File: src/rtl/rmq_fifo.sv
module rmq_fifo #(
   parameter int WIDTH = 8,
   parameter int DEPTH = 4
) (
   input  logic             clock,
   input  logic             reset,
   input  logic             push,
   input  logic [WIDTH-1:0] push_data,
   output logic             full,
   input  logic             pop,
   output logic             empty,
   output logic [WIDTH-1:0] pop_data
);
   localparam int PW = (DEPTH > 1) ? $clog2(DEPTH) : 1;
   localparam int CW = $clog2(DEPTH + 1);

   logic [WIDTH-1:0] mem_ff [DEPTH];
   logic [PW-1:0]    wr_ptr_ff, wr_ptr_in, rd_ptr_ff, rd_ptr_in;
   logic [CW-1:0]    count_ff, count_in;
   logic             do_push, do_pop;

   assign full     = (count_ff == CW'(DEPTH));
   assign empty    = (count_ff == '0);
   assign do_push  = push && !full;
   assign do_pop   = pop && !empty;
   assign pop_data = mem_ff[rd_ptr_ff];

   always_comb begin
      wr_ptr_in = wr_ptr_ff;
      rd_ptr_in = rd_ptr_ff;
      count_in  = count_ff;
      if (do_push) begin
         wr_ptr_in = (wr_ptr_ff == PW'(DEPTH - 1)) ? '0 : wr_ptr_ff + 1'b1;
      end
      if (do_pop) begin
         rd_ptr_in = (rd_ptr_ff == PW'(DEPTH - 1)) ? '0 : rd_ptr_ff + 1'b1;
      end
      if (do_push && !do_pop) begin
         count_in = count_ff + 1'b1;
      end else if (do_pop && !do_push) begin
         count_in = count_ff - 1'b1;
      end
   end

   always_ff @(posedge clock) begin
      if (reset) begin
         wr_ptr_ff <= '0;
         rd_ptr_ff <= '0;
         count_ff  <= '0;
      end else begin
         wr_ptr_ff <= wr_ptr_in;
         rd_ptr_ff <= rd_ptr_in;
         count_ff  <= count_in;
      end
   end

   always_ff @(posedge clock) begin
      if (do_push) begin
         mem_ff[wr_ptr_ff] <= push_data;
      end
   end

endmodule

File: config.mk
export PLATFORM = sky130hd
export DESIGN_NAME = rmq_fifo
export DESIGN_NICKNAME = d
export VERILOG_FILES = /design/src/rtl/rmq_fifo.sv
export SDC_FILE = /design/constraint.sdc
export NUM_CORES = 1
export LEC_CHECK = 0
export BUFFER_PORTS_ARGS = -buffer_cell sky130_fd_sc_hd__buf_2
export CAP_MARGIN = 20
export CORE_ASPECT_RATIO = 0.7
export CORE_MARGIN = 2
export CORE_UTILIZATION = 40
export CTS_CLUSTER_SIZE = 25
export DETAILED_ROUTE_END_ITERATION = 8
export PLACE_DENSITY = 0.65
export SLEW_MARGIN = 20
export SYNTH_ARGS = -nofsm -noshare
export SYNTH_HDL_FRONTEND = slang
export SYNTH_SLANG_ARGS = --single-unit
export TNS_END_PERCENT = 20
File: constraint.sdc
create_clock -name clock -period 2 [get_ports clock]
set_input_delay 0.1 -clock clock [delete_from_list [all_inputs] [get_ports clock]]
set_output_delay 0.1 -clock clock [all_outputs]
set_load 0.05 [all_outputs]
==> results.py <==
metrics = {
    "finish": {
        "design_area_mm2": 0.00203,
        "layout.nets": 146,
        "drive_above_1_share": 0.508,
        "fill_cells": 331,
        "n_antenna_cell": 0,
        "final_core_util": 0.517,
        "area_delta_synth_final_pct": 23.3,
    },
    "hold_path": {
        "min_path_type": "input port to flip-flop",
    },
    "cts": {
        "h-tree-depth": 2,
        "tritoncts": "yes",
        "holdBufCountCts": 0,
        "cts_buffer_depth": 2,
        "cts-root-buf": "clkbuf_8",
        "clk_pin_slew_ns": 0.08,
        "insertion_delay_ns": 0.29,
        "cts_made_buffers": 5,
        "clock_sinks": 41,
    },
    "setup_path": {
        "critPathKind": "flip-flop to flip-flop",
        "crit_path_start_kind": "flip-flop",
        "crit_fanout": 3,
        "critPathMostFrequentCell": "buf_4",
        "crit_path_top_delay_cell": "or3b_4",
        "crit_arrival_ns": 2.21,
        "path_cells": "or3b_4 -> clkinv_8 -> nor2_4 -> ha_4 -> buf_4 -> buf_4 -> xor2_1 -> or3_4 -> a21oi_2",
        "required_ns": 2.22,
        "end_kind": "flip-flop",
        "critPathMaxStageDelay_ns": 0.44,
    },
    "floorplan": {
        "ios": 22,
        "start_util": 0.419,
        "design.core.area_mm2": 0.00392,
        "die_h_um": 57.7,
        "die_x_um": 80.7,
        "dieArea_mm2": 0.00465,
        "std_cell_rows": 19,
    },
    "sta": {
        "finalHoldViolations": 0,
        "rsz0062_at_grt": "yes",
        "worst_slew_pin_slew_ns": 0.442,
        "finalCritPeriodShare": 0.994,
        "relSlewSlack": 0.705,
        "max_freq_ghz": 0.503,
        "setup_viol_count_final": 0,
        "fin_worst_skew_ns": 0.00242,
        "finalMaxSlewViolations": 0,
        "fin_crit_ns": 1.99,
    },
    "power_and_ir_drop": {
        "leakagePower_nw": 0.761,
        "total_power_mw": 2.68,
        "p_per_area_mw_per_mm2": 1320,
        "ir_drop_uv": 500,
    },
    "global_route": {
        "gr-usage-all-layers": 0.138,
        "antenna_found_initial": 0,
        "grt_pass1_vias": 955,
        "grt_pass1_wl_mm": 4.52,
        "grt_max_degree": 14,
        "grt_overflow": 0,
    },
    "flow_run": {
        "max-cap-violations": 0,
    },
    "synthesis": {
        "synth.most_common_cell": "edfxtp_1",
        "synth_area_leaders": "edfxtp_1 (58%), dfxtp_1 (11%), mux4_2 (11%)",
        "synthTopCellsByCount": "edfxtp_1 (32), dfxtp_1 (9), mux4_2 (8)",
        "syn_inst": 92,
        "synth_fa_ha_area_frac": 0.0578,
        "synth-main-ff-cell": "edfxtp_1",
        "synth_area_mm2": 0.00165,
        "synth_mux_area_frac": 0.122,
        "seq_area_frac_synth": 0.694,
        "synthArstFlopShare": 0,
        "synthSimpleGateAreaFrac": 0.0570,
        "synth_seq_cells": 41,
        "synth-edff-count": 32,
        "synth-xor-area-share": 0.0106,
        "syn_nets": 111,
        "synth_compound_area_frac": 0.0304,
        "syn_avg_cell_area_um2": 17.9,
        "synth_top_family_by_area": "multiplexers",
        "ys_warn_count": 0,
        "synth.largest_area_cell": "edfxtp_1",
        "synth.distinct_cells": 26,
        "yosysTopAreaCellShare": 0.584,
    },
    "route": {
        "drtIter0Drc": 47,
        "wire_per_inst_um": 15.0,
        "drc": 0,
        "postRouteAntennaNets": 0,
        "num_vias": 898,
        "drtPass1Iterations": 4,
        "drt-total-wl_mm": 2.71,
        "routed_via_density": 4.99,
    },
    "place": {
        "place_congestion": 0.710,
        "dp_hpwl_mm": 1.96,
        "placed_area_mm2": 0.00189,
        "io_buffers": 21,
    },
    "run_status": {
        "outcome": "completed",
    },
}
==> cell usage in the layout (no fill, tap or decap), drive strengths merged, types with 3 or more instances in the layout <==
cell type,instances
a21oi,3
and3,4
buf,32
clkbuf,6
clkinv,3
dfxtp,9
edfxtp,32
ha,6
inv,4
mux4,8
nor2,4
==> per-stage QoR <==
stage               std cells  hold WS, ns  setup slack (ns)   TNS, ns
finish                    180       0.0258            0.0112         0
global route              180       0.0104           -0.0469   -0.0469
CTS                       180       0.0149           0.00354         0
detailed placement        170        0.323            -0.107    -0.107
global placement          170        0.310          -0.00110  -0.00110
floorplan                  92        0.199           -0.0510   -0.0510
==> repair_timing <==
item                                   CTS  global route
setup endpoints to repair                1             1
buffers inserted                         2             0
endpoints found under the hold margin    0             0
pin swaps                                6             1
resized for setup                        5             0
==> flip-flops by register name, summed over array words and instances, names as in the netlist, named ones only <==
| register | count |
|---|---|
| wr_ptr_ff | 2 |
| count_ff | 3 |
| rd_ptr_ff | 2 |
| mem_ff | 32 |
==> power breakdown <==
part | switching, mW | total (mW) | internal, mW
Clock | 0.274 | 0.553 | 0.279
Sequential | 0.0649 | 1.11 | 1.05
Combinational | 0.606 | 1.01 | 0.403
==> cells by family after synthesis <==
family	count (synthesis)
fa+ha+maj	7
buf+inv	9
flops	41
xor+xnor	2
mux	10
compound gates	7
simple gates	16
==> per-layer routing <==
metal | vias to the layer above | GRT usage | part of all wire
met4 | 0 | 0.0581 | 0.017
met1 | 451 | 0.182 | 0.45
li1 | 424 | - | -
met5 | - | 0 | 0
met3 | 8 | 0.0421 | 0.038
met2 | 15 | 0.214 | 0.49
==> layout make-up <==
class                           instances  area [um^2]  area share
Sequential cell                        41         1150       0.567
Multi-Input combinational cell         42          495       0.244
Timing Repair Buffer                   32          191      0.0943
Clock buffer                            6         82.6      0.0407
Tap cell                               52         65.1      0.0321
Inverter                                5         31.3      0.0154
Clock inverter                          2         13.8     0.00678
==> critical path: cells and delay by family, from the launching register on <==
| kind | cells | cell delay [ns] |
|---|---|---|
| simple gates | 3 | 0.80 |
| fa+ha+maj | 1 | 0.15 |
| compound gates | 1 | 0.15 |
| flops | 1 | 0.36 |
| buf+inv | 3 | 0.30 |
| xor+xnor | 1 | 0.16 |
==> final timing paths <==
| kind | start | endpoint | slack [ns] | depth (start not counted) |
|---|---|---|---|---|
| setup / recovery | count_ff[1]$_SDFFE_PP0P_ | count_ff[2]$_SDFFE_PP0P_ | 0.01 | 9 |
| hold / removal | push_data[2] | mem_ff[0][2]$_DFFE_PP_ | 0.03 | 1 |
| setup reg to reg | count_ff[1]$_SDFFE_PP0P_ | count_ff[2]$_SDFFE_PP0P_ | 0.01 | 9 |
| hold reg to reg | rd_ptr_ff[0]$_SDFFE_PP0P_ | rd_ptr_ff[0]$_SDFFE_PP0P_ | 0.51 | 2 |
No activity file was read; power rests on OpenSTA's default activity.
