--- config.mk ---
export PLATFORM = sky130hd
export DESIGN_NAME = rmq_front
export DESIGN_NICKNAME = d
export VERILOG_FILES = /design/src/rtl/rmq_pkg.sv /design/src/rtl/rmq_front.sv
export SDC_FILE = /design/constraint.sdc
export NUM_CORES = 1
export LEC_CHECK = 0
export BUFFER_PORTS_ARGS = -buffer_cell sky130_fd_sc_hd__clkbuf_2
export CELL_PAD_IN_SITES_DETAIL_PLACEMENT = 1
export CELL_PAD_IN_SITES_GLOBAL_PLACEMENT = 2
export CORE_UTILIZATION = 37
export DETAILED_ROUTE_END_ITERATION = 8
export PLACE_DENSITY_LB_ADDON = 0.1
export SYNTH_ARGS = -nofsm -noshare
export SYNTH_HDL_FRONTEND = slang
export SYNTH_SLANG_ARGS = --single-unit
--- constraint.sdc ---
create_clock -name vclk -period 15.5
set_clock_uncertainty 0.05 [all_clocks]
set_input_delay 0 -clock vclk [all_inputs]
set_output_delay 0 -clock vclk [all_outputs]
set_load 0.005 [all_outputs]
--- src/rtl/rmq_pkg.sv ---
package rmq_pkg;

   localparam int DATA_W = 18;
   localparam int NUM_W  = DATA_W + 1;
   // wide enough for the square-root argument at any supported fraction width
   localparam int ARG_W  = 32;

   localparam logic [1:0] IDX_X = 2'd0;
   localparam logic [1:0] IDX_Y = 2'd1;
   localparam logic [1:0] IDX_Z = 2'd2;
   localparam logic [1:0] IDX_W = 2'd3;

   localparam logic signed [DATA_W-1:0] Q_MAX = 18'sh1FFFF;
   localparam logic signed [DATA_W-1:0] Q_MIN = 18'sh20000;

   typedef struct packed {
      logic                        degen;
      logic [1:0]                  dom;
      logic [2:0][1:0]             slot;
      logic [2:0][NUM_W-1:0]       num;
      logic [ARG_W-1:0]            arg;
   } rmq_item_type;

   function automatic logic [1:0] rmq_succ(input logic [1:0] idx);
      logic [1:0] nxt;
      unique case (idx)
         IDX_X:   nxt = IDX_Y;
         IDX_Y:   nxt = IDX_Z;
         default: nxt = IDX_X;
      endcase
      return nxt;
   endfunction

endpackage

--- src/rtl/rmq_front.sv ---
module rmq_front #(
   parameter int FRAC_BITS = 16
) (
   input  logic signed [rmq_pkg::DATA_W-1:0] m00,
   input  logic signed [rmq_pkg::DATA_W-1:0] m01,
   input  logic signed [rmq_pkg::DATA_W-1:0] m02,
   input  logic signed [rmq_pkg::DATA_W-1:0] m10,
   input  logic signed [rmq_pkg::DATA_W-1:0] m11,
   input  logic signed [rmq_pkg::DATA_W-1:0] m12,
   input  logic signed [rmq_pkg::DATA_W-1:0] m20,
   input  logic signed [rmq_pkg::DATA_W-1:0] m21,
   input  logic signed [rmq_pkg::DATA_W-1:0] m22,
   output rmq_pkg::rmq_item_type             item
);
   import rmq_pkg::*;

   logic signed [DATA_W-1:0] mat [3][3];
   logic signed [DATA_W+1:0] trace;
   logic signed [ARG_W-1:0]  one;
   logic signed [ARG_W-1:0]  arg;
   logic [1:0]               i_idx, j_idx, k_idx;

   assign mat[0][0] = m00;
   assign mat[0][1] = m01;
   assign mat[0][2] = m02;
   assign mat[1][0] = m10;
   assign mat[1][1] = m11;
   assign mat[1][2] = m12;
   assign mat[2][0] = m20;
   assign mat[2][1] = m21;
   assign mat[2][2] = m22;

   assign one   = ARG_W'(1) <<< FRAC_BITS;
   assign trace = (DATA_W+2)'(m00) + (DATA_W+2)'(m11) + (DATA_W+2)'(m22);

   always_comb begin
      // ties keep the lower diagonal index
      i_idx = IDX_X;
      if (m11 > m00) begin
         i_idx = IDX_Y;
      end
      if (m22 > mat[i_idx][i_idx]) begin
         i_idx = IDX_Z;
      end
      j_idx = rmq_succ(i_idx);
      k_idx = rmq_succ(j_idx);

      if (trace > 0) begin
         arg         = ARG_W'(trace) + one;
         item.dom    = IDX_W;
         item.num[0] = NUM_W'(m21) - NUM_W'(m12);
         item.num[1] = NUM_W'(m02) - NUM_W'(m20);
         item.num[2] = NUM_W'(m10) - NUM_W'(m01);
         item.slot[0] = IDX_X;
         item.slot[1] = IDX_Y;
         item.slot[2] = IDX_Z;
      end else begin
         arg = ARG_W'(mat[i_idx][i_idx]) - ARG_W'(mat[j_idx][j_idx])
             - ARG_W'(mat[k_idx][k_idx]) + one;
         item.dom    = i_idx;
         item.num[0] = NUM_W'(mat[k_idx][j_idx]) - NUM_W'(mat[j_idx][k_idx]);
         item.num[1] = NUM_W'(mat[j_idx][i_idx]) + NUM_W'(mat[i_idx][j_idx]);
         item.num[2] = NUM_W'(mat[k_idx][i_idx]) + NUM_W'(mat[i_idx][k_idx]);
         item.slot[0] = IDX_W;
         item.slot[1] = j_idx;
         item.slot[2] = k_idx;
      end
      item.arg   = arg;
      item.degen = (arg <= 0);
   end

endmodule

==> flow_summary.json, run 1 <==
{
  "status": "finished, final reports clean",
  "portBuffers": 260,
  "cp-start-kind": "input port",
  "startpoint": "m00[3]",
  "synthDistinctLibCells": 68,
  "syn_nets": 2078,
  "final_common_cell": "clkbuf_2",
  "dp_hpwl_mm": 39.29,
  "syn_avg_cell_area_um2": 7.857,
  "die_width_um": 190.4,
  "finalHoldViolCount": 0,
  "crit_end": "item[97]",
  "die_height_um": 190.4,
  "finalSetupTns_ns": 0,
  "min_from": "m20[0]",
  "cp_slowest_cell": "buf_4",
  "crit_arrival_ns": 10.82,
  "ant_nets": 0,
  "io_pins": 260,
  "drive_gt1_share_pct": 22.28,
  "syn_area_um2": 13140,
  "setup_viol": 0,
  "cp-end-kind": "output port",
  "critical_path_buf_inv_count": 8,
  "slowest_delay_ns": 0.80,
  "rsz0062_at_grt": "false",
  "final.clkbuf_count": 0,
  "wl_mm": 45.94,
  "multi_input_area_um2": 12190,
  "syn2layout_area_growth_pct": 12.20,
  "vdd_drop_max_v": 0.00007011,
  "cts_hold_buf": 0,
  "grt_pass1_vias": 13430,
  "seqCellArea_um2": 0,
  "routedWlPerCell_um": 19.74,
  "postSynthCellCount": 1672,
  "place_ws_ns": 4.652,
  "power_density_nw_per_um2": 123.3,
  "start_util_pct": 37.85,
  "dieArea_um2": 36270,
  "final_cell_mix": "clkbuf_2, mux2i_1, ha_1",
  "fin_crit_sh_pct": 70.12,
  "drv_cap": 0,
  "cts_resized": 0,
  "slew_violations": 0,
  "p_leak_nw": 7.179,
  "min_period_ns": 10.87,
  "path_max_fanout": 60,
  "post_drt_via_cell_ratio": 5.624,
  "postCtsSetupBuffers": 0,
  "num_rows": 68,
  "firstDrtPassIters": 4,
  "tightest_slew_ns": 1.095,
  "final.fill_count": 4379,
  "grt_usage_pct": 24.75,
  "diodes": 0,
  "fp.coreArea_um2": 34710,
  "final_util_pct": 42.46,
  "hold_path_class": "in -> out",
  "fin_ws_ns": 4.632,
  "clock.fmax_mhz": 92.01,
  "n_sequential_cell": 0,
  "initialDrtViolationCount": 521,
  "grt_pass1_wl_mm": 71.93,
  "via_count": 13090,
  "crit_required_ns": 15.45,
  "crit_family": "compound AO/OA/AOI/OAI gates",
  "worstSetupPathType": "in -> out",
  "placed_cell_area_um2": 14740,
  "antenna_found_initial": 1,
  "drc": 0,
  "fin_nets": 2280,
  "synth-seq-area-share_pct": 0,
  "cp.depth": 41,
  "place_congestion": 0.9135,
  "finalInstanceArea_um2": 14740,
  "slew_headroom_pct": 26.98,
  "grt_max_degree": 86,
  "synth_warnings": 0,
  "grt_overflow": 0
}
[cell families after synthesis]
group | Yosys count | share of synthesized area, %
buffers and inverters | 230 | 7.209
AOI/OAI and AO/OA | 399 | 19.45
adders and majority gates | 244 | 25.75
muxes | 343 | 27.38
and+or+nand+nor | 359 | 13.74
xor gates and xnor gates | 97 | 6.467
[layout make-up]
cell class         instances  area share [%]
inverters                160           4.091
well taps                455           3.862
repair buffers           270           9.337
multi-input cells       1442           82.71
[Yosys cell counts (6+ instances only)]
library cell / n / share of area [%]
a21o_1: 29 / 1.7
fa_1: 44 / 6.7
clkbuf_1: 22 / 0.63
ha_1: 200 / 19
nor3_1: 31 / 1.2
o21ai_1: 8 / 0.30
nand2b_1: 28 / 1.3
a211o_1: 8 / 0.53
buf_1: 22 / 0.63
mux2_2: 131 / 11
buf_2: 10 / 0.38
o31a_1: 7 / 0.47
xor2_1: 30 / 2.0
a21oi_1: 122 / 4.6
and2_1: 11 / 0.52
o21ai_0: 83 / 3.2
and3_1: 13 / 0.62
or3_1: 21 / 1.0
inv_1: 159 / 4.5
o21a_1: 17 / 0.97
nand4_1: 9 / 0.43
o211ai_1: 9 / 0.51
nand3_1: 20 / 0.76
a22o_1: 11 / 0.73
nand2_1: 79 / 2.3
nor2b_1: 26 / 1.2
o31ai_1: 17 / 0.97
xnor2_1: 67 / 4.5
a211oi_1: 18 / 1.0
a311oi_1: 7 / 0.47
a31oi_1: 11 / 0.52
nor2_1: 89 / 2.5
a21boi_0: 7 / 0.40
mux2i_1: 212 / 16
o21bai_1: 7 / 0.40
or4_1: 6 / 0.34
buf_4: 13 / 0.74
[report_power, final]
| group | switching (mW) | internal, mW |
|---|---|---|
| Clock | 0 | 0 |
| Combinational | 1.03 | 0.787 |
| Sequential | 0 | 0 |
| Total | 1.03 | 0.787 |
[metal layers]
| metal | part of all wire (%) | global-route usage, % | up-vias |
|---|---|---|---|
| li1 | - | - | 6515 |
| met3 | 3.8 | 1.840 | 40 |
| met1 | 49 | 34.21 | 6262 |
| met2 | 46 | 42.35 | 269 |
| met5 | 0 | 0 | - |
| met4 | 1.5 | 3.785 | 0 |
[through the flow]
step                hold slack, ns  cells  power [mW]
floorplan                   0.1183   1672       1.261
global placement            0.3775   2327       1.785
detailed placement          0.3809   2327       1.814
CTS                         0.3830   2327       1.827
global route                0.4244   2327       2.014
finish                      0.3792   2327       1.817
[how the worst min path moves through the flow]
stage / endpoint / slack (ns) / depth (start not counted)
after CTS: item[51] / 0.38 / 4
after global routing: item[32] / 0.42 / 4
after floorplan: item[32] / 0.12 / 2
after global placement: item[51] / 0.38 / 4
final: item[51] / 0.38 / 4
after detailed placement: item[51] / 0.38 / 4
[worst min-delay path, stage by stage]
cell and delay (ns):
clkbuf_2 0.12, ha_1 0.12, o21ai_0 0.07, clkbuf_2 0.11
(Power assumes the default switching activity.)
==> run 2, diff against run 1 <==
- CORE_UTILIZATION: 37 -> 31
- clock period: 15.5 -> 9.3 ns (I/O delays scaled with it)
==> run 2 against run 1 <==
Net effect:
- non-clock buffer count up 22
- design area up 2.5%
- highest routed layer unchanged
- die area up 19%
- critical endpoint unchanged
- hold slack better by 0.025 ns
==> flow_summary.json, run 2 (synthesis results as in run 1) <==
{
  "cp-end-kind": "output port",
  "slew_headroom_pct": 27.99,
  "slowest_delay_ns": 0.56,
  "power_frac_clock_pct": 0,
  "num_rows": 75,
  "n_sequential_cell": 0,
  "switching_power_mw": 1.743,
  "grt_max_degree": 110,
  "cp-start-kind": "input port",
  "slew_violations": 0,
  "p_leak_nw": 7.316,
  "dpl.cell_count": 2414,
  "grt_usage_pct": 21.47,
  "die_width_um": 207.9,
  "drv_cap": 0,
  "worst_hold_slack_ns": 0.4043,
  "wl_mm": 48.65,
  "crit_required_ns": 9.25,
  "dp_hpwl_mm": 40.69,
  "setup_viol": 0,
  "place_congestion": 0.8729,
  "diodes": 0,
  "crit_arrival_ns": 8.78,
  "vdd_drop_max_v": 0.0001442,
  "cts_hold_buf": 0,
  "final.clkbuf_count": 0,
  "fin_crit_sh_pct": 94.95,
  "swShare_pct": 56.63,
  "drive_gt1_share_pct": 23.50,
  "firstDrtPassIters": 4,
  "grt_overflow": 0,
  "seq_power_share_pct": 0,
  "die_height_um": 207.9,
  "fp.coreArea_um2": 41850,
  "power_density_nw_per_um2": 203.6,
  "crit_family": "compound AO/OA/AOI/OAI gates",
  "fin_nets": 2302,
  "post_drt_via_cell_ratio": 5.422,
  "hold_path_class": "in -> out",
  "power_mw": 3.078,
  "tightest_slew_ns": 1.053,
  "dieArea_um2": 43210,
  "portBuffers": 260,
  "final_util_pct": 36.11,
  "combPwrFrac_pct": 100.0,
  "syn2layout_area_growth_pct": 15.05,
  "path_max_fanout": 6,
  "ant_nets": 0,
  "status": "finished, final reports clean",
  "start_util_pct": 31.39,
  "finalSetupTns_ns": 0,
  "finalNonFillerCells": 2433,
  "initialDrtViolationCount": 535,
  "grt_pass1_wl_mm": 74.82,
  "final.fill_count": 5222,
  "clock.fmax_mhz": 113.2,
  "finalHoldViolCount": 0,
  "io_pins": 260,
  "seqCellArea_um2": 0,
  "drc": 0,
  "intPower_mw": 1.335,
  "final_cell_mix": "clkbuf_2, mux2i_1, ha_1",
  "antenna_found_initial": 0,
  "cp_slowest_cell": "or4_1",
  "worstSetupPathType": "in -> out",
  "path_common_cell": "ha_1",
  "grt_pass1_vias": 13620,
  "routedWlPerCell_um": 20.00,
  "final_common_cell": "clkbuf_2",
  "min_period_ns": 8.830,
  "critical_path_buf_inv_count": 8,
  "via_count": 13190
}
run 2: path summary, 6_finish.rpt:
| kind | startpoint | endpoint | depth (start not counted) |
|---|---|---|---|
| worst max-delay path | m00[3] | item[97] | 41 |
| worst min-delay path | m12[0] | item[32] | 4 |
run 2: repair_timing:
item                                    4_1_cts  5_1_grt
setup buffers                                 0       14
gates resized for setup                       0       14
endpoints found under the setup margin        0       21
hold endpoints to repair                      0        0
run 2: area by class of cell:
type	instances	area [um^2]	share of cell area, %
Timing Repair Buffer	292	1622	10.73
Inverter	160	603.1	3.990
Tap cell	539	674.4	4.462
Multi-Input combinational cell	1442	12220	80.82
run 2: power groups by stage:
stage               sequential, mW  clock [mW]  combinational, mW
finish                           0           0               3.08
global route                     0           0               3.42
CTS                              0           0               3.07
detailed placement               0           0               3.04
global placement                 0           0               3.01
floorplan                        0           0               2.10
run 2: metrics by stage:
step | worst slack [ns] | cell area [um^2]
CTS | 0.1433 | 14890
detailed placement | 0.1801 | 14890
global route | -0.03596 | 15110
floorplan | 0.9797 | 13140
finish | 0.4698 | 15110
global placement | 0.2811 | 14890
run 2: routing by layer:
metal,track usage [%],up-vias,part of all wire (%)
met5,0,-,0
met4,3.397,0,1.7
met3,0.9985,44,2.5
met2,36.75,238,46
met1,30.09,6358,50
li1,-,6551,-
